File: src/sv/nv21_block_average_mosaic_defines.svh
// Assertion macros for the mosaic block
`ifndef NV21_BLOCK_AVERAGE_MOSAIC_DEFINES_SVH
`define NV21_BLOCK_AVERAGE_MOSAIC_DEFINES_SVH
`ifndef NO_ASSERTIONS
`define NBAM_ASSERT_IMP(label, clk, rst_n, a, c, msg) \
  label: assert property (@(posedge clk) disable iff (!rst_n) (a) |-> (c)) else $error(msg);
`define NBAM_ASSERT_NXT(label, clk, rst_n, a, c, msg) \
  label: assert property (@(posedge clk) disable iff (!rst_n) (a) |=> (c)) else $error(msg);
`else
`define NBAM_ASSERT_IMP(label, clk, rst_n, a, c, msg)
`define NBAM_ASSERT_NXT(label, clk, rst_n, a, c, msg)
`endif
`endif

File: src/sv/nbam_pkg.sv
`timescale 1ns / 1ps
package nbam_pkg;
  localparam int unsigned DefMaxWidth  = 640;
  localparam int unsigned DefMaxHeight = 480;
  localparam int unsigned DefMaxBlock  = 64;
  localparam int unsigned CfgAw = 2;
  localparam int unsigned CfgDw = 10;
  localparam logic [CfgAw-1:0] RegWidth  = 2'd0;
  localparam logic [CfgAw-1:0] RegHeight = 2'd1;
  localparam logic [CfgAw-1:0] RegBlock  = 2'd2;
  localparam logic ReqLoad = 1'b0;
  localparam logic ReqRead = 1'b1;
  localparam logic [7:0] ByteMask = 8'hFF;

  typedef struct packed {
    logic start;
    logic busy;
  } mos_ctl_t;
endpackage

File: src/sv/nbam_div.sv
`timescale 1ns / 1ps
// Restoring divider, one quotient bit a cycle. Numerator up to 24 bits.
module nbam_div import nbam_pkg::*; #(
  parameter int unsigned NW = 24,
  parameter int unsigned DW = 16
) (
  input  logic          clk,
  input  logic          rst_n,
  input  logic          start,
  input  logic [NW-1:0] num,
  input  logic [DW-1:0] den,
  output logic          done,
  output logic [NW-1:0] quo
);
  localparam int unsigned CW = $clog2(NW + 1);
  logic [NW-1:0] q_r, q_nxt;
  logic [DW:0]   rem_r, rem_nxt;
  logic [DW-1:0] den_r;
  logic [CW-1:0] cnt_r;
  logic          busy_r, done_r;
  logic [DW:0]   trial;

  always_comb begin
    trial   = {rem_r[DW-1:0], q_r[NW-1]};
    q_nxt   = {q_r[NW-2:0], 1'b0};
    rem_nxt = trial;
    if (trial >= {1'b0, den_r}) begin
      rem_nxt = trial - {1'b0, den_r};
      q_nxt[0] = 1'b1;
    end
  end

  always_ff @(posedge clk) begin
    if (!rst_n) begin
      busy_r <= 1'b0;
      done_r <= 1'b0;
      cnt_r  <= '0;
    end else begin
      done_r <= 1'b0;
      if (start) begin
        busy_r <= 1'b1;
        cnt_r  <= CW'(NW);
      end else if (busy_r) begin
        cnt_r <= cnt_r - 1'b1;
        if (cnt_r == CW'(1)) begin
          busy_r <= 1'b0;
          done_r <= 1'b1;
        end
      end
    end
  end

  always_ff @(posedge clk) begin
    if (start) begin
      q_r   <= num;
      rem_r <= '0;
      den_r <= den;
    end else if (busy_r) begin
      q_r   <= q_nxt;
      rem_r <= rem_nxt;
    end
  end

  assign done = done_r;
  assign quo  = q_r;
endmodule

File: config.mk
export PLATFORM = sky130hd
export DESIGN_NAME = nbam_div
export DESIGN_NICKNAME = d
export VERILOG_FILES = /design/src/sv/nv21_block_average_mosaic_defines.svh /design/src/sv/nbam_pkg.sv /design/src/sv/nbam_div.sv
export SDC_FILE = /design/constraint.sdc
export NUM_CORES = 1
export LEC_CHECK = 0
export ABC_CLOCK_PERIOD_IN_PS = 2750
export BUFFER_PORTS_ARGS = -buffer_cell sky130_fd_sc_hd__buf_2
export CAP_MARGIN = 20
export CORE_ASPECT_RATIO = 0.7
export CORE_MARGIN = 2
export CORE_UTILIZATION = 44
export CTS_CLUSTER_DIAMETER = 30
export DETAILED_ROUTE_END_ITERATION = 7
export PLACE_DENSITY = 0.71
export SYNTH_ARGS = -nofsm -noshare
export SYNTH_HDL_FRONTEND = slang
export SYNTH_SLANG_ARGS = --single-unit
File: constraint.sdc
create_clock -name clk -period 2.75 [get_ports clk]
set_clock_uncertainty 0.1 [all_clocks]
set_input_delay 0 -clock clk [delete_from_list [all_inputs] [get_ports clk]]
set_output_delay 0 -clock clk [all_outputs]
set_load 0.01 [all_outputs]
[Word level (Yosys, flattened, before mapping)]
Index checks and enable logic that the tools add are counted.
Word-level totals
  bits in registers: 63
  bits of input ports: 43
  output and inout bits: 25
  logic and storage cells: 26
Cells by class
  $add $sub $neg: 2
  order comparisons: 1
  equal/unequal tests: 1
  muxes and demuxes: 10
  bitwise gates (word level): 2
  reductions and logical operators: 3
Operators by type and width (number)
  $mux 24: 2
  $ge 17x16->1: 1
  $mux 16: 1
  $sub 16x16->16: 1
  $mux 5: 2
  $eq 5x1->1 const B: 1
  $mux 1: 5
  $sub 5x1->5 const B: 1
  $reduce_or 3->1: 1
  $not 1->1: 2
  $reduce_bool 2->1: 1
  $reduce_or 2->1: 1

[Longest topological paths before layout]
Gate-level depths: netlist (run 1).
  depth after elaboration: 4
  depth in mapped cells: 10
  mapped depth without buffers: 10

[Worst setup path before layout (run 1)]
Ideal clock, no wire load.
  path type: flip-flop to flip-flop
  from: reg den_r[9]
  to: reg rem_r[0]
  setup time: 0.145 ns
  data arrival time: 2.258 ns
  required time: 2.505 ns
  setup slack: 0.247 ns
  cell stages (with the launch flop): 11
  path buffers: 2
  period minus slack after synthesis: 2.503 ns
  path through: edfxtp_1 -> inv_1 -> ha_1 -> buf_2 -> nand2_1 -> or4_4 -> o21bai_4 -> a31o_2 -> buf_2 -> a21oi_1 -> a311oi_2
On the way
  cells in the longest elaborated chain, start to end: 2
RTL lines
  from (decl): RTL line nbam_div.sv:18  | logic [DW-1:0] den_r;
  from (signal assigned): RTL line nbam_div.sv:57  | den_r <= den;
  $ge 17x16->1: RTL line nbam_div.sv:27  | if (trial >= {1'b0, den_r}) begin
  $mux 16: RTL line nbam_div.sv:27
  to (signal assigned): RTL line nbam_div.sv:60  | rem_r <= rem_nxt;
  to (decl): RTL line nbam_div.sv:17  | logic [DW:0] rem_r, rem_nxt;
Every way passes these cells.
A chain may end at the register's enable or synchronous reset.

[Worst setup path after layout (run 1)]
  from: reg den_r[7]
  to: reg rem_r[9]
On the way
  cells in the longest elaborated chain, start to end: 2
  elaborated cells on any way between the ends: 3
RTL lines (RTL line)
  $sub 16x16->16 / $ge 17x16->1 (equally long branches): nbam_div.sv:28, nbam_div.sv:27
  $mux 16 *: nbam_div.sv:27
Mark *: on every way between the ends. The rest lies on a longest branch, timed or not.

==> results of run 1 <==
-- power by group --
part           total, mW  switching [mW]  internal (mW)
clock               1.31           0.425          0.887
sequential          1.14          0.0423           1.10
combinational      0.549           0.291          0.257
total               3.00           0.759           2.24
-- cells by family after synthesis --
| kind of cell | count (synthesis) |
|---|---|
| AO/OA/AOI/OAI | 79 |
| flip-flops | 63 |
| XOR/XNOR | 15 |
| multiplexers | 24 |
| AND/OR/NAND/NOR | 90 |
| adder cells (fa/ha/maj) | 19 |
| buffers and inverters | 36 |
-- per-stage QoR --
| step | power, mW | std cells | setup WS, ns |
|---|---|---|---|
| global route | 3.13 | 552 | -0.0616 |
| global placement | 1.62 | 493 | 0.197 |
| CTS | 3.00 | 550 | 0.126 |
| detailed placement | 1.64 | 493 | 0.128 |
| floorplan | 1.47 | 326 | 0.247 |
| finish | 3.00 | 552 | 0.0547 |
-- registers in the layout, summed over array words and instances, names as in the netlist --
register	count
quo	24
den_r	16
rem_r	16
cnt_r	5
busy_r	1
done	1
-- final timing paths --
kind	startpoint	cells past startpoint	endpoint
worst min register to register	cnt_r[1]	2	cnt_r[1]
worst max-delay path	den_r[7]	9	rem_r[9]
worst min-delay path	start	1	den_r[10]
worst max register to register	den_r[7]	9	rem_r[9]
-- cell usage in the layout (no fill, tap or decap), types with 2 or more instances in the layout --
cell           count
o21ai_0           10
nand4_1            3
nand3_1           12
buf_4             14
or4_1              2
edfxtp_1          40
and4_1             2
nor2_1            21
bufinv_16          3
o31ai_1            6
dlygate4sd3_1     41
ha_1              18
nor2b_1            2
xnor2_1           12
inv_1             23
nand2b_1           4
o21ai_1            6
a21oi_1           16
a21boi_0           2
dfxtp_1           23
o211ai_1           4
clkbuf_16          9
a211oi_1           3
a31oi_1            6
nor3_1             7
mux2_2            23
a21o_1             4
buf_2             67
xor2_1             3
nand2_1           15
and3_1            12
nand4b_1           2
a311oi_1           8
-- what timing repair did --
action                                 in CTS  in global routing
endpoints found under the hold margin      47                  0
hold buffers                               41                  0
setup buffers                               0                  2
setup endpoints to repair                   0                 11
gates resized for setup                     0                  2
-- area by class of cell --
cell class                 count  share of cell area
clock inverter                 7              0.0251
tap                          101              0.0264
timing repair buffer         122               0.178
inverter                      23              0.0180
multi-input combinational    227               0.358
clock buffer                   9              0.0471
sequential                    63               0.347
-- per-layer routing --
metal	GRT usage	vias to the layer above	share of wire
met5	0	-	0
met4	0.0750	0	0.021
met3	0.0664	22	0.057
met2	0.354	114	0.48
met1	0.261	1456	0.44
li1	-	1472	-
==> results.cfg, run 1 <==
[outcome]
status = complete, no violations

[yosys]
netlist_instances = 326
synth_top_cells_by_area = edfxtp_1 (34%), dfxtp_1 (13%), mux2_2 (7.4%), ha_1 (6.4%), xnor2_1 (3.0%)
synth_top_cells_by_count = edfxtp_1 (40), dfxtp_1 (23), inv_1 (23), mux2_2 (23), nor2_1 (21)
yosysTopAreaCellShare = 0.343
synthesis.area_um2 = 3500
ys_ff_latch = 63
synthSimpleGateAreaFrac = 0.134
synth.net_count = 388
yosys_most_used_dff = edfxtp_1
yosysTopAreaCell = edfxtp_1
synth.most_common_cell = edfxtp_1
ys_seq_area_frac = 0.475
ys_warn_count = 0
synth_xor_xnor_area_share = 0.0375
ys_types = 53
synth_top_family_by_area = compound AO/OA/AOI/OAI gates
synthMuxAreaShare = 0.0768
avgSynthCellArea_um2 = 10.7
async_reset_ff_frac = 0
synth_edf_count = 40
synth_compound_area_frac = 0.167
synthAdderAreaFrac = 0.0701

[sta]
fmax_ghz = 0.371
final.min_clock_period_ns = 2.70
period_share = 0.980
hold_viol = 0
finalSetupViolations = 0
drv_slew = 0
maxSlewHeadroom = 0.661
hold_slack_ns = 0.0724
setup_tns_ns = 0
worst_pin_slew_ns = 0.509

[setup_path]
regToRegSetupSlack_ns = 0.05
critical_path_required_ns = 2.87
cp_top_family = compound AO/OA/AOI/OAI gates
max_stage_delay_ns = 0.59
crit_chain = inv_1 > ha_1 > nand2_2 > or4_4 > o21bai_4 > a31oi_4 > buf_4 > o211ai_1 > a311oi_1
path_max_fanout = 6
crit_arrival_ns = 2.81
start_kind = flip-flop
critPathSlowestCell = or4_4
path_class = flip-flop to flip-flop
path_buf_inv = 2
cp-end-kind = flip-flop

[layout]
final_area_um2 = 4790
drive_above_1_share = 0.299
multi_input_area_um2 = 1720
diodes = 0
area_delta_synth_final_pct = 36.7
final_nets = 508
post-route-util = 0.613
ff_latch_area_um2 = 1660
fillers = 621

[clock_tree]
clk_pin_slew_worst_paths_ns = 0.06
clock_path_buffers = 2
clkSinkCount = 63
cts_max_level = 3
cts_buffers = 9
clock_latency_ns = 0.33
cts_tree = built
cts-root-buf = clkbuf_16

[drt]
ant_nets = 0
routed_wl_um = 8940
viasPerCell = 5.55
firstDrtPassIters = 5
vias = 3064
drc_errors = 0
wl_per_cell_um = 16.2
drt_iter0_drc = 227

[power]
peakVddDrop_v = 0.000484
powerDensity_nw_per_um2 = 627
p_leak_nw = 2.04

[global_route]
grt_pass1_vias = 2914
antenna_found_initial = 0
grt_overflow = 0
track_usage = 0.212
grt_max_degree = 34
grt_pass1_wl_um = 14500

[job]
cap_violations = 0

[floorplanning]
rows = 27
die_y_um = 78.6
die_area_um2 = 8700
ios = 68
dieWidth_um = 111
core-area_um2 = 7800
initial_core_util = 0.449

[placement]
postPlaceCellArea_um2 = 4000
portBuffers = 67
gp_congestion = 0.859
dp_hpwl_um = 5630

[worst_hold_path]
hp-class = input pin to flip-flop
(Power assumes the default switching activity.)
==> run 2, diff against run 1 <==
BUFFER_PORTS_ARGS = unset   (was -buffer_cell sky130_fd_sc_hd__buf_2)
DONT_BUFFER_PORTS = 1   (was unset)
PLACE_DENSITY = 0.64   (was 0.71)
==> results.cfg, run 2 (synthesized netlist as in run 1, its figures left out) <==
[global_route]
grt_pass1_vias = 2494
grt_pass1_wl_um = 12500
grt_overflow = 0
grt_util_met3 = 0.0510
track_usage = 0.185
grt_max_degree = 50
antenna_found_initial = 1
grt_use_met2 = 0.291
top_usage_layer = met2
grt_use_met1 = 0.247

[sta]
fmax_ghz = 0.381
hold_viol = 0
maxSlewHeadroom = 0.668
setup_tns_ns = 0
drv_slew = 0
setup_slack_ns = 0.127
period_share = 0.954
worst_pin_slew_ns = 0.497
rsz0062_at_grt = false
final.min_clock_period_ns = 2.62
finalSetupViolations = 0

[clock_tree]
cts_tree = built
cts_max_level = 3
clock_path_buffers = 2
clock_latency_ns = 0.33
cts_setup_buffers = 0
clk_pin_slew_worst_paths_ns = 0.06
cts_buffers = 9
cts-root-buf = clkbuf_16
clkSinkCount = 63

[placement]
postPlaceCellArea_um2 = 3670
dp_hpwl_um = 5180
portBuffers = 0
pre_cts_slack_ns = 0.147
dpl.cell_count = 427
gp_congestion = 0.835

[outcome]
status = complete, no violations

[setup_path]
ff2ff_path_depth = 8
path_max_fanout = 10
critical_path_required_ns = 2.89
path_class = flip-flop to flip-flop
crit_arrival_ns = 2.77
cp-end-kind = flip-flop
start_kind = flip-flop

[layout]
fillers = 651
largest_reg_flops = 24
diodes = 0
layout_commonest_cell = dlygate4sd3_1
layout_common_cells = dlygate4sd3_1 (42), edfxtp_1 (40), inv_1 (23), mux2_2 (23), dfxtp_1 (23)
final_area_um2 = 4440
final_cell_count_no_fill = 486
drive_above_1_share = 0.171
area_delta_synth_final_pct = 26.9
final_nets = 442

[floorplanning]
rows = 27
die_y_um = 78.6
dieWidth_um = 111
core-area_um2 = 7800
initial_core_util = 0.449
ios = 68
die_area_um2 = 8700

[drt]
vias = 2674
ant_nets = 0
routed_wl_um = 7820
drc_errors = 0
firstDrtPassIters = 4
wl_per_cell_um = 16.1
viasPerCell = 5.50
drt_iter0_drc = 205

[worst_hold_path]
hold-path-cell-count = 2
hp-class = input pin to flip-flop

[power]
powerDensity_nw_per_um2 = 635
p_leak_nw = 1.76
peakVddDrop_v = 0.000408
p_total_mw = 2.82

[job]
cap_violations = 0
run 2: changes by cell type in the layout (fill, tap and decap cells not counted), sizes merged:
| cell | before | now |
|---|---|---|
| buf | 81 | 14 |
| bufinv | 3 | 2 |
| clkbuf | 9 | 10 |
| clkinvlp | 1 | 2 |
| dlygate4sd3 | 41 | 42 |
| inv | 24 | 23 |
run 2: metrics by stage:
| step | util | hold WS, ns |
|---|---|---|
| finish | 0.569 | 0.0492 |
| global route | 0.569 | 0.0727 |
| CTS | 0.568 | 0.0330 |
| detailed placement | 0.471 | -0.0164 |
| global placement | 0.471 | -0.0158 |
| floorplan | - | -0.00113 |
run 2: repair_timing:
action / CTS / global route
hold buffers: 43 / 0
gates resized for setup: 0 / 1
endpoints found under the hold margin: 72 / 0
endpoints found under the setup margin: 0 / 1
run 2: critical path, cell delays in order (launching register included):
cell	delay [ns]
edfxtp_1	0.31
inv_1	0.04
ha_1	0.35
nand2_2	0.11
or4_4	0.58
o21bai_4	0.21
a31oi_4	0.36
nor2_2	0.18
o311ai_2	0.29
run 2: power by group:
group | internal (mW) | switching [mW] | leakage, nW
Sequential | 1.10 | 0.0643 | 0.587
Clock | 0.789 | 0.412 | 0.148
Combinational | 0.218 | 0.239 | 1.03
Total | 2.11 | 0.715 | 1.76
run 2: path summary, 6_finish.rpt:
check / slack [ns] / endpoint / from
min reg2reg: 0.40 / cnt_r[1] / cnt_r[1]
min: 0.05 / cnt_r[4] / start
max reg2reg: 0.13 / rem_r[2] / den_r[7]
max: 0.13 / rem_r[2] / den_r[7]
run 2: metal layers:
layer  part of all wire  vias up
li1                   -     1333
met1               0.48     1276
met2               0.46       59
met3              0.046        6
met4             0.0088        0
met5                  0        -
run 2: layout make-up:
| type | instances | area [um^2] | area share |
|---|---|---|---|
| multi-input cells | 227 | 1710 | 0.385 |
| flip-flops and latches | 63 | 1660 | 0.374 |
| repair buffers | 56 | 546 | 0.123 |
| clock buffers | 10 | 229 | 0.0515 |
| well taps | 101 | 126 | 0.0284 |
| inverters | 23 | 86.3 | 0.0194 |
| clock inverters | 6 | 85.1 | 0.0191 |
==> run 3, diff against run 2 <==
CTS_BUF_LIST = sky130_fd_sc_hd__clkbuf_8   (was unset)
RECOVER_POWER = 25   (was unset)
==> results.cfg, run 3 (synthesized netlist as in run 1, its figures left out) <==
[worst_hold_path]
hold_path_end = den_r[10]
hold-path-cell-count = 1
hp-class = input pin to flip-flop
hold_start = den[10]

[setup_path]
path_buf_inv = 1
ff2ff_path_depth = 8
reg2reg_from = den_r[7]
critical_path_required_ns = 2.92
path_class = flip-flop to flip-flop
path_max_fanout = 10
regToRegSetupSlack_ns = 0.13
cp_top_family = compound AO/OA/AOI/OAI gates
start_kind = flip-flop
crit_arrival_ns = 2.79
r2r-end = rem_r[2]
critPathSlowestCell = or4_4
cp-end-kind = flip-flop
crit_chain = inv_1 > ha_1 > nand2_2 > or4_4 > o21bai_4 > a31oi_4 > nor2_2 > o311ai_2
max_stage_delay_ns = 0.58

[drt]
routed_wl_um = 7770
ant_nets = 0
wl_per_cell_um = 16.0
viasPerCell = 5.50
drt_iter0_drc = 194
vias = 2672
firstDrtPassIters = 5
drc_errors = 0

[layout]
layout_commonest_cell = dlygate4sd3_1
post-route-util = 0.556
diodes = 0
multi_input_area_um2 = 1710
layout_common_cells = dlygate4sd3_1 (42), edfxtp_1 (40), inv_1 (24), mux2_2 (23), dfxtp_1 (23)
final_nets = 442
drive_above_1_share = 0.171
area_delta_synth_final_pct = 24.0
ff_latch_area_um2 = 1660
fillers = 659
largest_reg_flops = 24
final_cell_count_no_fill = 486

[power]
switching_power_mw = 0.677
powerDensity_nw_per_um2 = 575
p_leak_nw = 1.72
swShare = 0.271
seqPwrFrac = 0.465
combPwrFrac = 0.183
intPower_mw = 1.82
p_clk_frac = 0.352
peakVddDrop_v = 0.000345

[outcome]
status = complete, no violations

[sta]
drv_slew = 0
final.min_clock_period_ns = 2.62
hold_viol = 0
finalSetupViolations = 0
setup_tns_ns = 0
maxSlewHeadroom = 0.669
rsz0062_at_grt = false
worst_pin_slew_ns = 0.496
period_share = 0.953
fmax_ghz = 0.382

[floorplanning]
die_area_um2 = 8700
initial_core_util = 0.449
core-area_um2 = 7800
dieWidth_um = 111
die_y_um = 78.6
ios = 68
rows = 27

[placement]
dp_hpwl_um = 5180
portBuffers = 0
gp_congestion = 0.835
dpl.cell_count = 427

[clock_tree]
clkSinkCount = 63
cts_buffers = 9
cts_max_level = 3
clock_path_buffers = 2
cts_setup_buffers = 0
clk_pin_slew_worst_paths_ns = 0.08
cts-root-buf = clkbuf_8
cts_tree = built
clock_latency_ns = 0.35

[global_route]
grt_pass1_vias = 2464
antenna_found_initial = 0
track_usage = 0.184
grt_max_degree = 50
grt_overflow = 0
grt_pass1_wl_um = 12400

[job]
cap_violations = 0
run 3: worst max path at each step:
| stage | depth (start not counted) | end | from |
|---|---|---|---|
| floorplan | 10 | rem_r[0] | den_r[9] |
| global placement | 8 | rem_r[2] | den_r[7] |
| detailed placement | 8 | rem_r[2] | den_r[7] |
| CTS | 8 | rem_r[2] | den_r[7] |
| global route | 8 | rem_r[5] | den_r[7] |
| finish | 8 | rem_r[2] | den_r[7] |
run 3: per-stage QoR:
| stage | setup slack (ns) | cell area, um^2 | hold WS [ns] | total power, mW |
|---|---|---|---|---|
| CTS | 0.138 | 4330 | 0.148 | 2.52 |
| detailed placement | 0.147 | 3670 | -0.0164 | 1.56 |
| global route | 0.00000910 | 4340 | 0.148 | 2.62 |
| floorplan | 0.247 | 3500 | -0.00113 | 1.47 |
| global placement | 0.192 | 3670 | -0.0158 | 1.56 |
| finish | 0.130 | 4340 | 0.170 | 2.49 |
run 3: timing repair:
item	in CTS	in global routing
hold endpoints to repair	72	0
hold buffers	43	0
endpoints found under the setup margin	0	1
gates resized for setup	0	1
run 3: layer usage:
layer  track usage  up-vias  routed length, um
met5             0        -                  0
met1         0.243     1263               3660
li1              -     1333                  -
met4        0.0675        0                101
met2         0.285       67               3530
met3        0.0564        9                478
run 3: final cells by class:
class | count | area share
Sequential cell | 63 | 0.383
Multi-Input combinational cell | 227 | 0.394
Clock inverter | 7 | 0.0205
Clock buffer | 9 | 0.0285
Timing Repair Buffer | 56 | 0.126
Inverter | 23 | 0.0199
Tap cell | 101 | 0.0291
run 3: power by group through the flow:
stage | clock, mW | combinational [mW] | sequential, mW
after CTS | 0.907 | 0.452 | 1.16
after global routing | 0.939 | 0.507 | 1.17
after detailed placement | 0 | 0.383 | 1.18
final | 0.878 | 0.457 | 1.16
after global placement | 0 | 0.378 | 1.18
after floorplan | 0 | 0.306 | 1.17
